$ cat src/hw/rtl/fmba_pkg.sv
// ----------------------------------------------------------------------------
// fmba_pkg
// shared constants, codes and types of the fit memory block allocator
// ----------------------------------------------------------------------------
package fmba_pkg;

   // table geometry
   localparam int BLOCKS    = 16;
   localparam int SIZE_BITS = 16;
   localparam int IDX_BITS  = $clog2(BLOCKS);
   localparam int CNT_BITS  = $clog2(BLOCKS + 1);

   // fixed field widths of the ports
   localparam int FUNC_BITS     = 1;
   localparam int BIDX_BITS     = 4;
   localparam int FIELD_BITS    = 16;
   localparam int CSR_IDX_BITS  = 2;
   localparam int CSR_DATA_BITS = 5;
   localparam int BCOUNT_BITS   = 5;

   // register indexes of the configuration port
   localparam logic [CSR_IDX_BITS-1:0] CSR_STRATEGY    = 2'd0;
   localparam logic [CSR_IDX_BITS-1:0] CSR_BLOCK_COUNT = 2'd1;

   localparam logic [BCOUNT_BITS-1:0] BLOCK_COUNT_RESET = 5'd16;

   // item function codes
   localparam logic [FUNC_BITS-1:0] FUNC_LOAD    = 1'b0;
   localparam logic [FUNC_BITS-1:0] FUNC_REQUEST = 1'b1;

   typedef enum logic [1:0] {
      STRAT_FIRST = 2'd0,
      STRAT_NEXT  = 2'd1,
      STRAT_BEST  = 2'd2,
      STRAT_WORST = 2'd3
   } strategy_type;

   typedef enum logic [2:0] {
      ST_IDLE,
      ST_LOAD,
      ST_SCAN,
      ST_DRAIN,
      ST_COMMIT
   } state_type;

   // controller to datapath
   typedef struct packed {
      logic capture;
      logic scan_issue;
      logic load_write;
      logic commit;
   } cmd_type;

   // datapath to controller
   typedef struct packed {
      logic start_load;
      logic count_zero;
      logic scan_last;
   } status_type;

endpackage

$ cat src/hw/rtl/fmba_ram.sv
// ----------------------------------------------------------------------------
// fmba_ram
// generic single write port ram with one registered read port
// ----------------------------------------------------------------------------
module fmba_ram #(
   parameter int WIDTH = 16,
   parameter int DEPTH = 16
) (
   input  logic                     clock,
   input  logic                     wr_en,
   input  logic [$clog2(DEPTH)-1:0] wr_addr,
   input  logic [WIDTH-1:0]         wr_data,
   input  logic [$clog2(DEPTH)-1:0] rd_addr,
   output logic [WIDTH-1:0]         rd_data
);

   logic [WIDTH-1:0] mem_ff [DEPTH];
   logic [WIDTH-1:0] rd_data_ff;

   always_ff @(posedge clock) begin
      if (wr_en) begin
         mem_ff[wr_addr] <= wr_data;
      end
      rd_data_ff <= mem_ff[rd_addr];
   end

   assign rd_data = rd_data_ff;

endmodule

$ cat src/hw/rtl/fmba_ctrl.sv
// ----------------------------------------------------------------------------
// fmba_ctrl
// sequencer of the allocator: accept, load, table scan, drain and commit
// ----------------------------------------------------------------------------
module fmba_ctrl (
   input  logic                  clock,
   input  logic                  reset,
   input  logic                  start,
   input  fmba_pkg::status_type  status,
   output fmba_pkg::cmd_type     cmd,
   output logic                  busy
);

   fmba_pkg::state_type state_ff;
   fmba_pkg::state_type state_in;

   always_ff @(posedge clock) begin
      if (reset) begin
         state_ff <= fmba_pkg::ST_IDLE;
      end else begin
         state_ff <= state_in;
      end
   end

   always_comb begin
      state_in = state_ff;
      cmd      = '0;
      busy     = 1'b1;
      case (state_ff)
         fmba_pkg::ST_IDLE: begin
            busy = 1'b0;
            if (start) begin
               cmd.capture = 1'b1;
               if (status.start_load) begin
                  state_in = fmba_pkg::ST_LOAD;
               end else if (status.count_zero) begin
                  state_in = fmba_pkg::ST_COMMIT;
               end else begin
                  state_in = fmba_pkg::ST_SCAN;
               end
            end
         end
         fmba_pkg::ST_LOAD: begin
            cmd.load_write = 1'b1;
            state_in       = fmba_pkg::ST_IDLE;
         end
         fmba_pkg::ST_SCAN: begin
            cmd.scan_issue = 1'b1;
            if (status.scan_last) begin
               state_in = fmba_pkg::ST_DRAIN;
            end
         end
         fmba_pkg::ST_DRAIN: begin
            state_in = fmba_pkg::ST_COMMIT;
         end
         fmba_pkg::ST_COMMIT: begin
            cmd.commit = 1'b1;
            state_in   = fmba_pkg::ST_IDLE;
         end
         default: begin
            state_in = fmba_pkg::ST_IDLE;
         end
      endcase
   end

endmodule

$ cat src/hw/rtl/fmba_dp.sv
// ----------------------------------------------------------------------------
// fmba_dp
// allocator datapath: capacity table, scan compare, result and csr registers
// ----------------------------------------------------------------------------
module fmba_dp (
   input  logic                                  clock,
   input  logic                                  reset,
   input  fmba_pkg::cmd_type                     cmd,
   output fmba_pkg::status_type                  status,
   input  logic [fmba_pkg::FUNC_BITS-1:0]        req_func,
   input  logic [fmba_pkg::BIDX_BITS-1:0]        req_block_index,
   input  logic [fmba_pkg::FIELD_BITS-1:0]       req_block_size,
   input  logic [fmba_pkg::FIELD_BITS-1:0]       req_req_size,
   output logic                                  rsp_strobe,
   output logic                                  rsp_granted,
   output logic [fmba_pkg::BIDX_BITS-1:0]        rsp_chosen_block,
   output logic [fmba_pkg::FIELD_BITS-1:0]       rsp_fragment,
   input  logic                                  csr_valid,
   output logic                                  csr_ready,
   input  logic [fmba_pkg::CSR_IDX_BITS-1:0]     csr_index,
   input  logic [fmba_pkg::CSR_DATA_BITS-1:0]    csr_wdata
);

   // configuration
   fmba_pkg::strategy_type                strategy_ff;
   logic [fmba_pkg::BCOUNT_BITS-1:0]      block_count_ff;
   logic [fmba_pkg::CNT_BITS-1:0]         count;

   // captured word
   logic [fmba_pkg::BIDX_BITS-1:0]        bidx_ff;
   logic [fmba_pkg::SIZE_BITS-1:0]        bsize_ff;
   logic [fmba_pkg::SIZE_BITS-1:0]        req_ff;

   // scan state
   logic [fmba_pkg::IDX_BITS-1:0]         next_start_ff;
   logic [fmba_pkg::IDX_BITS-1:0]         scan_cnt_ff;
   logic [fmba_pkg::IDX_BITS-1:0]         pos_ff;
   logic [fmba_pkg::IDX_BITS-1:0]         scan_begin;
   logic [fmba_pkg::CNT_BITS-1:0]         pos_inc;
   logic                                  rd_valid_ff;
   logic [fmba_pkg::IDX_BITS-1:0]         rd_tag_ff;
   logic [fmba_pkg::SIZE_BITS-1:0]        rd_data;
   logic                                  pick_valid_ff;
   logic [fmba_pkg::IDX_BITS-1:0]         pick_idx_ff;
   logic [fmba_pkg::SIZE_BITS-1:0]        pick_cap_ff;
   logic                                  fits;
   logic                                  better;
   logic                                  take;

   // table write port
   logic                                  wr_en;
   logic [fmba_pkg::IDX_BITS-1:0]         wr_addr;
   logic [fmba_pkg::SIZE_BITS-1:0]        wr_data;
   logic                                  load_in_range;
   logic [fmba_pkg::SIZE_BITS-1:0]        remain;

   // result registers
   logic                                  rsp_strobe_ff;
   logic                                  rsp_granted_ff;
   logic [fmba_pkg::BIDX_BITS-1:0]        rsp_chosen_block_ff;
   logic [fmba_pkg::FIELD_BITS-1:0]       rsp_fragment_ff;

   assign csr_ready = 1'b1;

   always_ff @(posedge clock) begin
      if (reset) begin
         strategy_ff    <= fmba_pkg::STRAT_FIRST;
         block_count_ff <= fmba_pkg::BLOCK_COUNT_RESET;
      end else if (csr_valid) begin
         case (csr_index)
            fmba_pkg::CSR_STRATEGY: begin
               strategy_ff <= fmba_pkg::strategy_type'(csr_wdata[1:0]);
            end
            fmba_pkg::CSR_BLOCK_COUNT: begin
               block_count_ff <= csr_wdata;
            end
            default: begin
            end
         endcase
      end
   end

   // blocks in use, saturated to the table depth
   always_comb begin
      if (int'(block_count_ff) > fmba_pkg::BLOCKS) begin
         count = fmba_pkg::CNT_BITS'(fmba_pkg::BLOCKS);
      end else begin
         count = fmba_pkg::CNT_BITS'(block_count_ff);
      end
   end

   // next fit starts at the last used block unless the pointer is stale
   always_comb begin
      scan_begin = '0;
      if (strategy_ff == fmba_pkg::STRAT_NEXT &&
          fmba_pkg::CNT_BITS'(next_start_ff) < count) begin
         scan_begin = next_start_ff;
      end
   end

   assign pos_inc = fmba_pkg::CNT_BITS'(pos_ff) + fmba_pkg::CNT_BITS'(1);

   assign status.start_load = (req_func == fmba_pkg::FUNC_LOAD);
   assign status.count_zero = (count == '0);
   assign status.scan_last  =
      (fmba_pkg::CNT_BITS'(scan_cnt_ff) + fmba_pkg::CNT_BITS'(1)) == count;

   always_ff @(posedge clock) begin
      if (cmd.capture) begin
         bidx_ff  <= req_block_index;
         bsize_ff <= fmba_pkg::SIZE_BITS'(req_block_size);
         req_ff   <= fmba_pkg::SIZE_BITS'(req_req_size);
      end
   end

   // scan address walk, wraps at the count in use
   always_ff @(posedge clock) begin
      if (cmd.capture) begin
         scan_cnt_ff <= '0;
         pos_ff      <= scan_begin;
      end else if (cmd.scan_issue) begin
         scan_cnt_ff <= scan_cnt_ff + fmba_pkg::IDX_BITS'(1);
         if (pos_inc == count) begin
            pos_ff <= '0;
         end else begin
            pos_ff <= fmba_pkg::IDX_BITS'(pos_inc);
         end
      end
      rd_tag_ff <= pos_ff;
   end

   assign fits   = rd_data >= req_ff;
   assign better = !pick_valid_ff ||
                   (strategy_ff == fmba_pkg::STRAT_BEST  && rd_data < pick_cap_ff) ||
                   (strategy_ff == fmba_pkg::STRAT_WORST && rd_data > pick_cap_ff);
   assign take   = rd_valid_ff && fits && better;

   always_ff @(posedge clock) begin
      if (reset) begin
         rd_valid_ff   <= 1'b0;
         pick_valid_ff <= 1'b0;
      end else begin
         rd_valid_ff <= cmd.scan_issue;
         if (cmd.capture) begin
            pick_valid_ff <= 1'b0;
         end else if (take) begin
            pick_valid_ff <= 1'b1;
         end
      end
   end

   always_ff @(posedge clock) begin
      if (take) begin
         pick_idx_ff <= rd_tag_ff;
         pick_cap_ff <= rd_data;
      end
   end

   assign load_in_range = int'(bidx_ff) < fmba_pkg::BLOCKS;
   assign remain        = pick_cap_ff - req_ff;

   always_comb begin
      wr_en   = 1'b0;
      wr_addr = pick_idx_ff;
      wr_data = remain;
      if (cmd.load_write) begin
         wr_en   = load_in_range;
         wr_addr = fmba_pkg::IDX_BITS'(bidx_ff);
         wr_data = bsize_ff;
      end else if (cmd.commit) begin
         wr_en = pick_valid_ff;
      end
   end

   fmba_ram #(
      .WIDTH (fmba_pkg::SIZE_BITS),
      .DEPTH (fmba_pkg::BLOCKS)
   ) u_capacity (
      .clock   (clock),
      .wr_en   (wr_en),
      .wr_addr (wr_addr),
      .wr_data (wr_data),
      .rd_addr (pos_ff),
      .rd_data (rd_data)
   );

   always_ff @(posedge clock) begin
      if (reset) begin
         next_start_ff <= '0;
      end else if (cmd.load_write) begin
         next_start_ff <= '0;
      end else if (cmd.commit && pick_valid_ff &&
                   strategy_ff == fmba_pkg::STRAT_NEXT) begin
         next_start_ff <= pick_idx_ff;
      end
   end

   always_ff @(posedge clock) begin
      if (reset) begin
         rsp_strobe_ff <= 1'b0;
      end else begin
         rsp_strobe_ff <= cmd.load_write | cmd.commit;
      end
   end

   always_ff @(posedge clock) begin
      if (cmd.load_write) begin
         rsp_granted_ff      <= 1'b0;
         rsp_chosen_block_ff <= bidx_ff;
         rsp_fragment_ff     <= fmba_pkg::FIELD_BITS'(bsize_ff);
      end else if (cmd.commit) begin
         rsp_granted_ff <= pick_valid_ff;
         if (pick_valid_ff) begin
            rsp_chosen_block_ff <= fmba_pkg::BIDX_BITS'(pick_idx_ff);
            rsp_fragment_ff     <= fmba_pkg::FIELD_BITS'(remain);
         end else begin
            rsp_chosen_block_ff <= '0;
            rsp_fragment_ff     <= '0;
         end
      end
   end

   assign rsp_strobe       = rsp_strobe_ff;
   assign rsp_granted      = rsp_granted_ff;
   assign rsp_chosen_block = rsp_chosen_block_ff;
   assign rsp_fragment     = rsp_fragment_ff;

endmodule

$ cat src/hw/rtl/fit_memory_block_allocator_unit.sv
// ----------------------------------------------------------------------------
// fit_memory_block_allocator_unit
// first, next, best and worst fit allocator over a table of block capacities
// ----------------------------------------------------------------------------
// a word is taken when start is high and busy is low; every word gives exactly
// one result word, shown for a single cycle with rsp_strobe high, and the
// receiver cannot stall it. a load word (req_func 0) writes one block's
// capacity, clears the next-fit pointer and echoes index and size; busy stays
// high for one cycle. an allocation request walks the capacity table one
// block per cycle through the single read port of the capacity ram, so busy
// stays high through the scan of the blocks in use, a drain state and the
// commit state (only the commit state when no block is in use). the result
// word is shown in the first cycle with busy low again. the user must write
// strategy and block count over the csr port only while the unit is idle;
// the unit itself does not enforce this. capacities read back before a
// block was ever loaded are undefined.
// ----------------------------------------------------------------------------
module fit_memory_block_allocator_unit (
   input  logic                                  clock,
   input  logic                                  reset,

   // request channel
   input  logic                                  start,
   output logic                                  busy,
   input  logic [fmba_pkg::FUNC_BITS-1:0]        req_func,
   input  logic [fmba_pkg::BIDX_BITS-1:0]        req_block_index,
   input  logic [fmba_pkg::FIELD_BITS-1:0]       req_block_size,
   input  logic [fmba_pkg::FIELD_BITS-1:0]       req_req_size,

   // result channel, no back-pressure
   output logic                                  rsp_strobe,
   output logic                                  rsp_granted,
   output logic [fmba_pkg::BIDX_BITS-1:0]        rsp_chosen_block,
   output logic [fmba_pkg::FIELD_BITS-1:0]       rsp_fragment,

   // configuration channel
   input  logic                                  csr_valid,
   output logic                                  csr_ready,
   input  logic [fmba_pkg::CSR_IDX_BITS-1:0]     csr_index,
   input  logic [fmba_pkg::CSR_DATA_BITS-1:0]    csr_wdata
);

   // command and status between sequencer and datapath
   fmba_pkg::cmd_type    cmd;
   fmba_pkg::status_type status;

   // sequencer: idle, load, scan, drain of the last ram read, commit
   fmba_ctrl u_ctrl (
      .clock  (clock),
      .reset  (reset),
      .start  (start),
      .status (status),
      .cmd    (cmd),
      .busy   (busy)
   );

   // datapath: capacity ram, running pick, next-fit pointer, result registers
   fmba_dp u_dp (
      .clock            (clock),
      .reset            (reset),
      .cmd              (cmd),
      .status           (status),
      .req_func         (req_func),
      .req_block_index  (req_block_index),
      .req_block_size   (req_block_size),
      .req_req_size     (req_req_size),
      .rsp_strobe       (rsp_strobe),
      .rsp_granted      (rsp_granted),
      .rsp_chosen_block (rsp_chosen_block),
      .rsp_fragment     (rsp_fragment),
      .csr_valid        (csr_valid),
      .csr_ready        (csr_ready),
      .csr_index        (csr_index),
      .csr_wdata        (csr_wdata)
   );

`ifndef ASSERT_OFF
   // a result word only follows a cycle in which a word was in flight
   a_strobe_after_busy: assert property (@(posedge clock) disable iff (reset)
      rsp_strobe |-> $past(busy))
      else $error("result strobe without a word in flight");

   // each word yields one result, never two in consecutive cycles
   a_single_result: assert property (@(posedge clock) disable iff (reset)
      rsp_strobe |=> !rsp_strobe)
      else $error("result strobe held for more than one cycle");

   // an accepted word always occupies the unit in the following cycle
   a_accept_busy: assert property (@(posedge clock) disable iff (reset)
      (start && !busy) |=> busy)
      else $error("accepted word did not raise busy");

   // a load word is echoed in the next cycle and never reports a grant
   a_load_echo: assert property (@(posedge clock) disable iff (reset)
      cmd.load_write |=> (rsp_strobe && !rsp_granted))
      else $error("load word not echoed as an ungranted result");
`endif

endmodule

$ cat config.mk
export PLATFORM = sky130hd
export DESIGN_NAME = fit_memory_block_allocator_unit
export DESIGN_NICKNAME = d
export VERILOG_FILES = /design/src/hw/rtl/fmba_pkg.sv /design/src/hw/rtl/fmba_ram.sv /design/src/hw/rtl/fmba_ctrl.sv /design/src/hw/rtl/fmba_dp.sv /design/src/hw/rtl/fit_memory_block_allocator_unit.sv
export SDC_FILE = /design/constraint.sdc
export NUM_CORES = 1
export LEC_CHECK = 0
export ABC_CLOCK_PERIOD_IN_PS = 3400
export BUFFER_PORTS_ARGS = -buffer_cell sky130_fd_sc_hd__buf_2
export CORE_MARGIN = 2
export CORE_UTILIZATION = 55
export DETAILED_ROUTE_END_ITERATION = 8
export PLACE_DENSITY = 0.75
export SLEW_MARGIN = 25
export SYNTH_ARGS = -nofsm -noshare
export SYNTH_HDL_FRONTEND = slang
export SYNTH_SLANG_ARGS = --single-unit
export TNS_END_PERCENT = 30
$ cat constraint.sdc
create_clock -name clock -period 3.4 [get_ports clock]
set_clock_uncertainty 0.15 [all_clocks]
set_input_delay 0.51 -clock clock [delete_from_list [all_inputs] [get_ports clock]]
set_output_delay 0.51 -clock clock [all_outputs]
set_load 0.005 [all_outputs]
==> metrics.txt <==
outcome=finished, final reports clean; final WL=37.0 mm; Core ar.=28700 um^2; min Tclk post-route=3130 ps; top cell type's share of synthesized area=63.0%; type of origin of the critical path=flip-flop; first drt pass iteration count=5; Syn Inst Count=1060; HP Class=primary input to flip-flop; post-route ant nets=0; area grow syn2layout=15.5%; min-delay src=req_block_size[8]; Clock Power Share=between 30% and 40%; Synth area leader=edfxtp_1; #FFs+latches synth=378; Sw Pwr=between 0.003 and 0.004 W; Port Buf Inserts=70; Slew Limit Fails=0; Synth area leaders=edfxtp_1, dfxtp_1, mux4_2, ha_1, mux2i_1; Die ar.=30500 um^2; first-pass GRT wire length=55.9 mm; global-route usage over all layers=24.4%; slowest stage delay, CP=640 ps; # setup viols final=0; DRC=0; crit-path max FO=20; Final Cycle Share=92.1%; Avg Cell Area, Syn=15.1 um^2; Worst Setup SP=u_dp.pick_cap_ff[7]; initial core utilization=between 50% and 60%; sequential share of power=47.7%; Via Count=9723; number of synthesized flops with an enable pin=~340; Worst-Margin Slew=about 830 ps; Clock Latency Late Sink=540 ps; Die Wd=175 um; power density over the cells=641 nW/um^2; Detailed Place HPWL=22.9 mm; Slew HR=44.4%; final net count=approximately 1300; maximum vdd drop=397 uV; Peak Freq=between 0.3 and 0.4 GHz; Crit path arrival time=around 3100 ps; share of layout cells above drive strength 1=20.7%; gr ovfl total=0; die span in y=175 um; CP max-delay cell=a2111oi_0; maxcap violations=0; combinational share of power=between 10% and 20%; switch share=a little over a quarter; post-synthesis sequential area ratio=68.2%; synthesized cell area=16000 um^2; initial antenna violation count=0; kind of critical path=flip-flop to flip-flop; RSZ-0062 raised after global routing=false; reg2reg start=u_dp.pick_cap_ff[7]; CTS root buf=clkbuf_16; CTS tree=built; IO Pins=between 70 and 80; Via density=a little over 6; vias in the first global route=9643; Post-synth top flop=edfxtp_1; clk buf depth=3; total CTS buffers=40; Fin. Hold Viols=0; Inserted Diodes=0; WP data required=3400 ps; # H-tree levels=2; leakage=6.77 nW; WL/cell=23.1 um; row cnt=62; synth unique cells=63; CP Cell Sequence=inv_1 -> ha_1 -> nand4_1 -> a2111oi_0 -> o311a_1 -> o21ai_0 -> a21oi_4; Fin Setup TNS=0 ps; largest net degree at the start of global routing=52; P_int=0.00878 W; Setup crit end kind=flip-flop; FFs w/ async S/R, synth=0%; Final Cell Area=between 15000 and 20000 um^2; CTS clk-pin slew, worst paths=60 ps; Starting DRT DRC Count=~960; GP Congestion=between 0.9 and 1; Yosys Warn Count=0; TritonCTS Sinks=378; Cell Area, Placed=17100 um^2; Syn Nets=~1200
final timing paths:
kind                               to  slack, ps  cells past startpoint
setup / recovery  u_dp.pick_idx_ff[0]        270                      7
hold / removal       u_dp.bsize_ff[8]         20                      1
hold reg to reg   u_dp.pick_idx_ff[1]        250                      0
setup reg to reg  u_dp.pick_idx_ff[0]        270                      7
worst max-delay path, delay by kind of cell (launching register included):
family                   cells  cell delay, ps
adder cells (fa/ha/maj)      1             310
AO/OA/AOI/OAI                4            1680
buffers and inverters        1              50
flip-flops                   1             350
AND/OR/NAND/NOR              1             210
power by group through the flow:
stage	combinational (W)	clock (W)	sequential, W
5_1_grt	0.00211	0.00453	0.00568
4_1_cts	0.00190	0.00436	0.00565
3_3_place_gp	0.00182	0	0.00574
2_1_floorplan	0.00125	0	0.00569
6_report	0.00192	0.00429	0.00565
3_5_place_dp	0.00187	0	0.00575
through the flow:
stage          total power, W  hold slack [ps]  setup slack (ps)  utilization (%)  std cells
2_1_floorplan         0.00693              196               151                -       1060
3_3_place_gp          0.00756              236               152             59.5       1519
3_5_place_dp          0.00762              239               163             59.5       1519
4_1_cts                0.0119            0.463               144             64.5       1602
5_1_grt                0.0123             2.05              5.29             64.5       1602
6_report               0.0119             15.1               270             64.5       1602
cell type report:
class,count,area (um^2)
timing repair buffer,131,861
fill,2006,10200
tap,384,480
clock inverter,19,186
multi-input combinational,593,4760
clock buffer,53,1120
inverter,44,165
sequential,378,10900
Yosys cell counts, types with 5 or more instances:
master / number
a211oi_1: 7
a21o_1: 12
a21oi_1: 47
a221oi_1: 17
a22o_1: 6
a22oi_1: 17
a31oi_1: 8
buf_2: 11
clkbuf_1: 27
dfxtp_1: 42
edfxtp_1: 336
ha_1: 52
inv_1: 44
mux2_2: 12
mux2i_1: 65
mux4_2: 32
nand2_1: 68
nand2b_1: 10
nand3_1: 18
nand4_1: 9
nor2_1: 46
nor2b_1: 5
nor3_1: 11
o21a_1: 10
o21ai_0: 57
o31ai_1: 5
xnor2_1: 9
xor2_1: 11
logic make-up after synthesis:
kind of cell / count (synthesis) / synth area share, %
adders and majority gates: 53 / 4.19
buffers and inverters: 89 / 2.48
other: 1 / 0.0234
and+or+nand+nor: 196 / 5.87
AOI/OAI and AO/OA: 214 / 8.71
xor gates and xnor gates: 20 / 1.09
muxes: 109 / 9.40
DFF: 378 / 68.2
cell usage in the layout, fill, tap and decap left out, types with 5 or more instances in the layout:
cell	instances
a211oi_1	7
a21oi_1	45
nand4_1	9
ha_1	52
a221oi_1	17
inv_1	44
dlygate4sd3_1	11
a22oi_1	17
edfxtp_1	336
buf_4	48
nor2_2	16
xor2_1	11
mux2_2	12
a21o_1	12
nor3_1	11
nand3_1	17
nand2b_1	10
xnor2_1	9
dfxtp_1	42
clkinv_2	6
nor2_1	30
mux4_2	32
clkbuf_16	42
a22o_1	6
a31oi_1	8
o21a_1	10
clkbuf_1	8
mux2i_1	65
o21ai_0	57
o31ai_1	5
buf_2	70
nand2_1	68
sequential cells by signal, summed over array words and instances (netlist names), 2 cells and up:
register and flops:
u_dp.next_start_ff 4, u_dp.pos_ff 4, u_dp.u_capacity.rd_data 16, u_dp.block_count_ff 5, u_dp.strategy_ff 2, u_dp.bidx_ff 4, u_dp.pick_idx_ff 4, u_dp.req_ff 16
u_dp.rsp_fragment 16, u_dp.rsp_chosen_block 4, u_dp.rd_tag_ff 4, u_dp.bsize_ff 16, u_dp.scan_cnt_ff 4, u_ctrl.state_ff 3, u_dp.u_capacity.mem_ff 256, u_dp.pick_cap_ff 16
per-layer routing:
metal | GRT usage [%] | up-vias | wire length, um
met1 | 33.5 | 4790 | 15200
met3 | 4.29 | 86 | 2960
met4 | 9.51 | 0 | 1300
met2 | 39.3 | 468 | 17500
met5 | 0 | - | 0
li1 | - | 4379 | -
what timing repair did:
item	in CTS	in global routing
endpoints found under the setup margin	0	16
gates resized for setup	0	1
setup buffers	0	0
hold buffers	11	0
endpoints found under the hold margin	11	0
No activity file was read; power rests on OpenSTA's default activity.
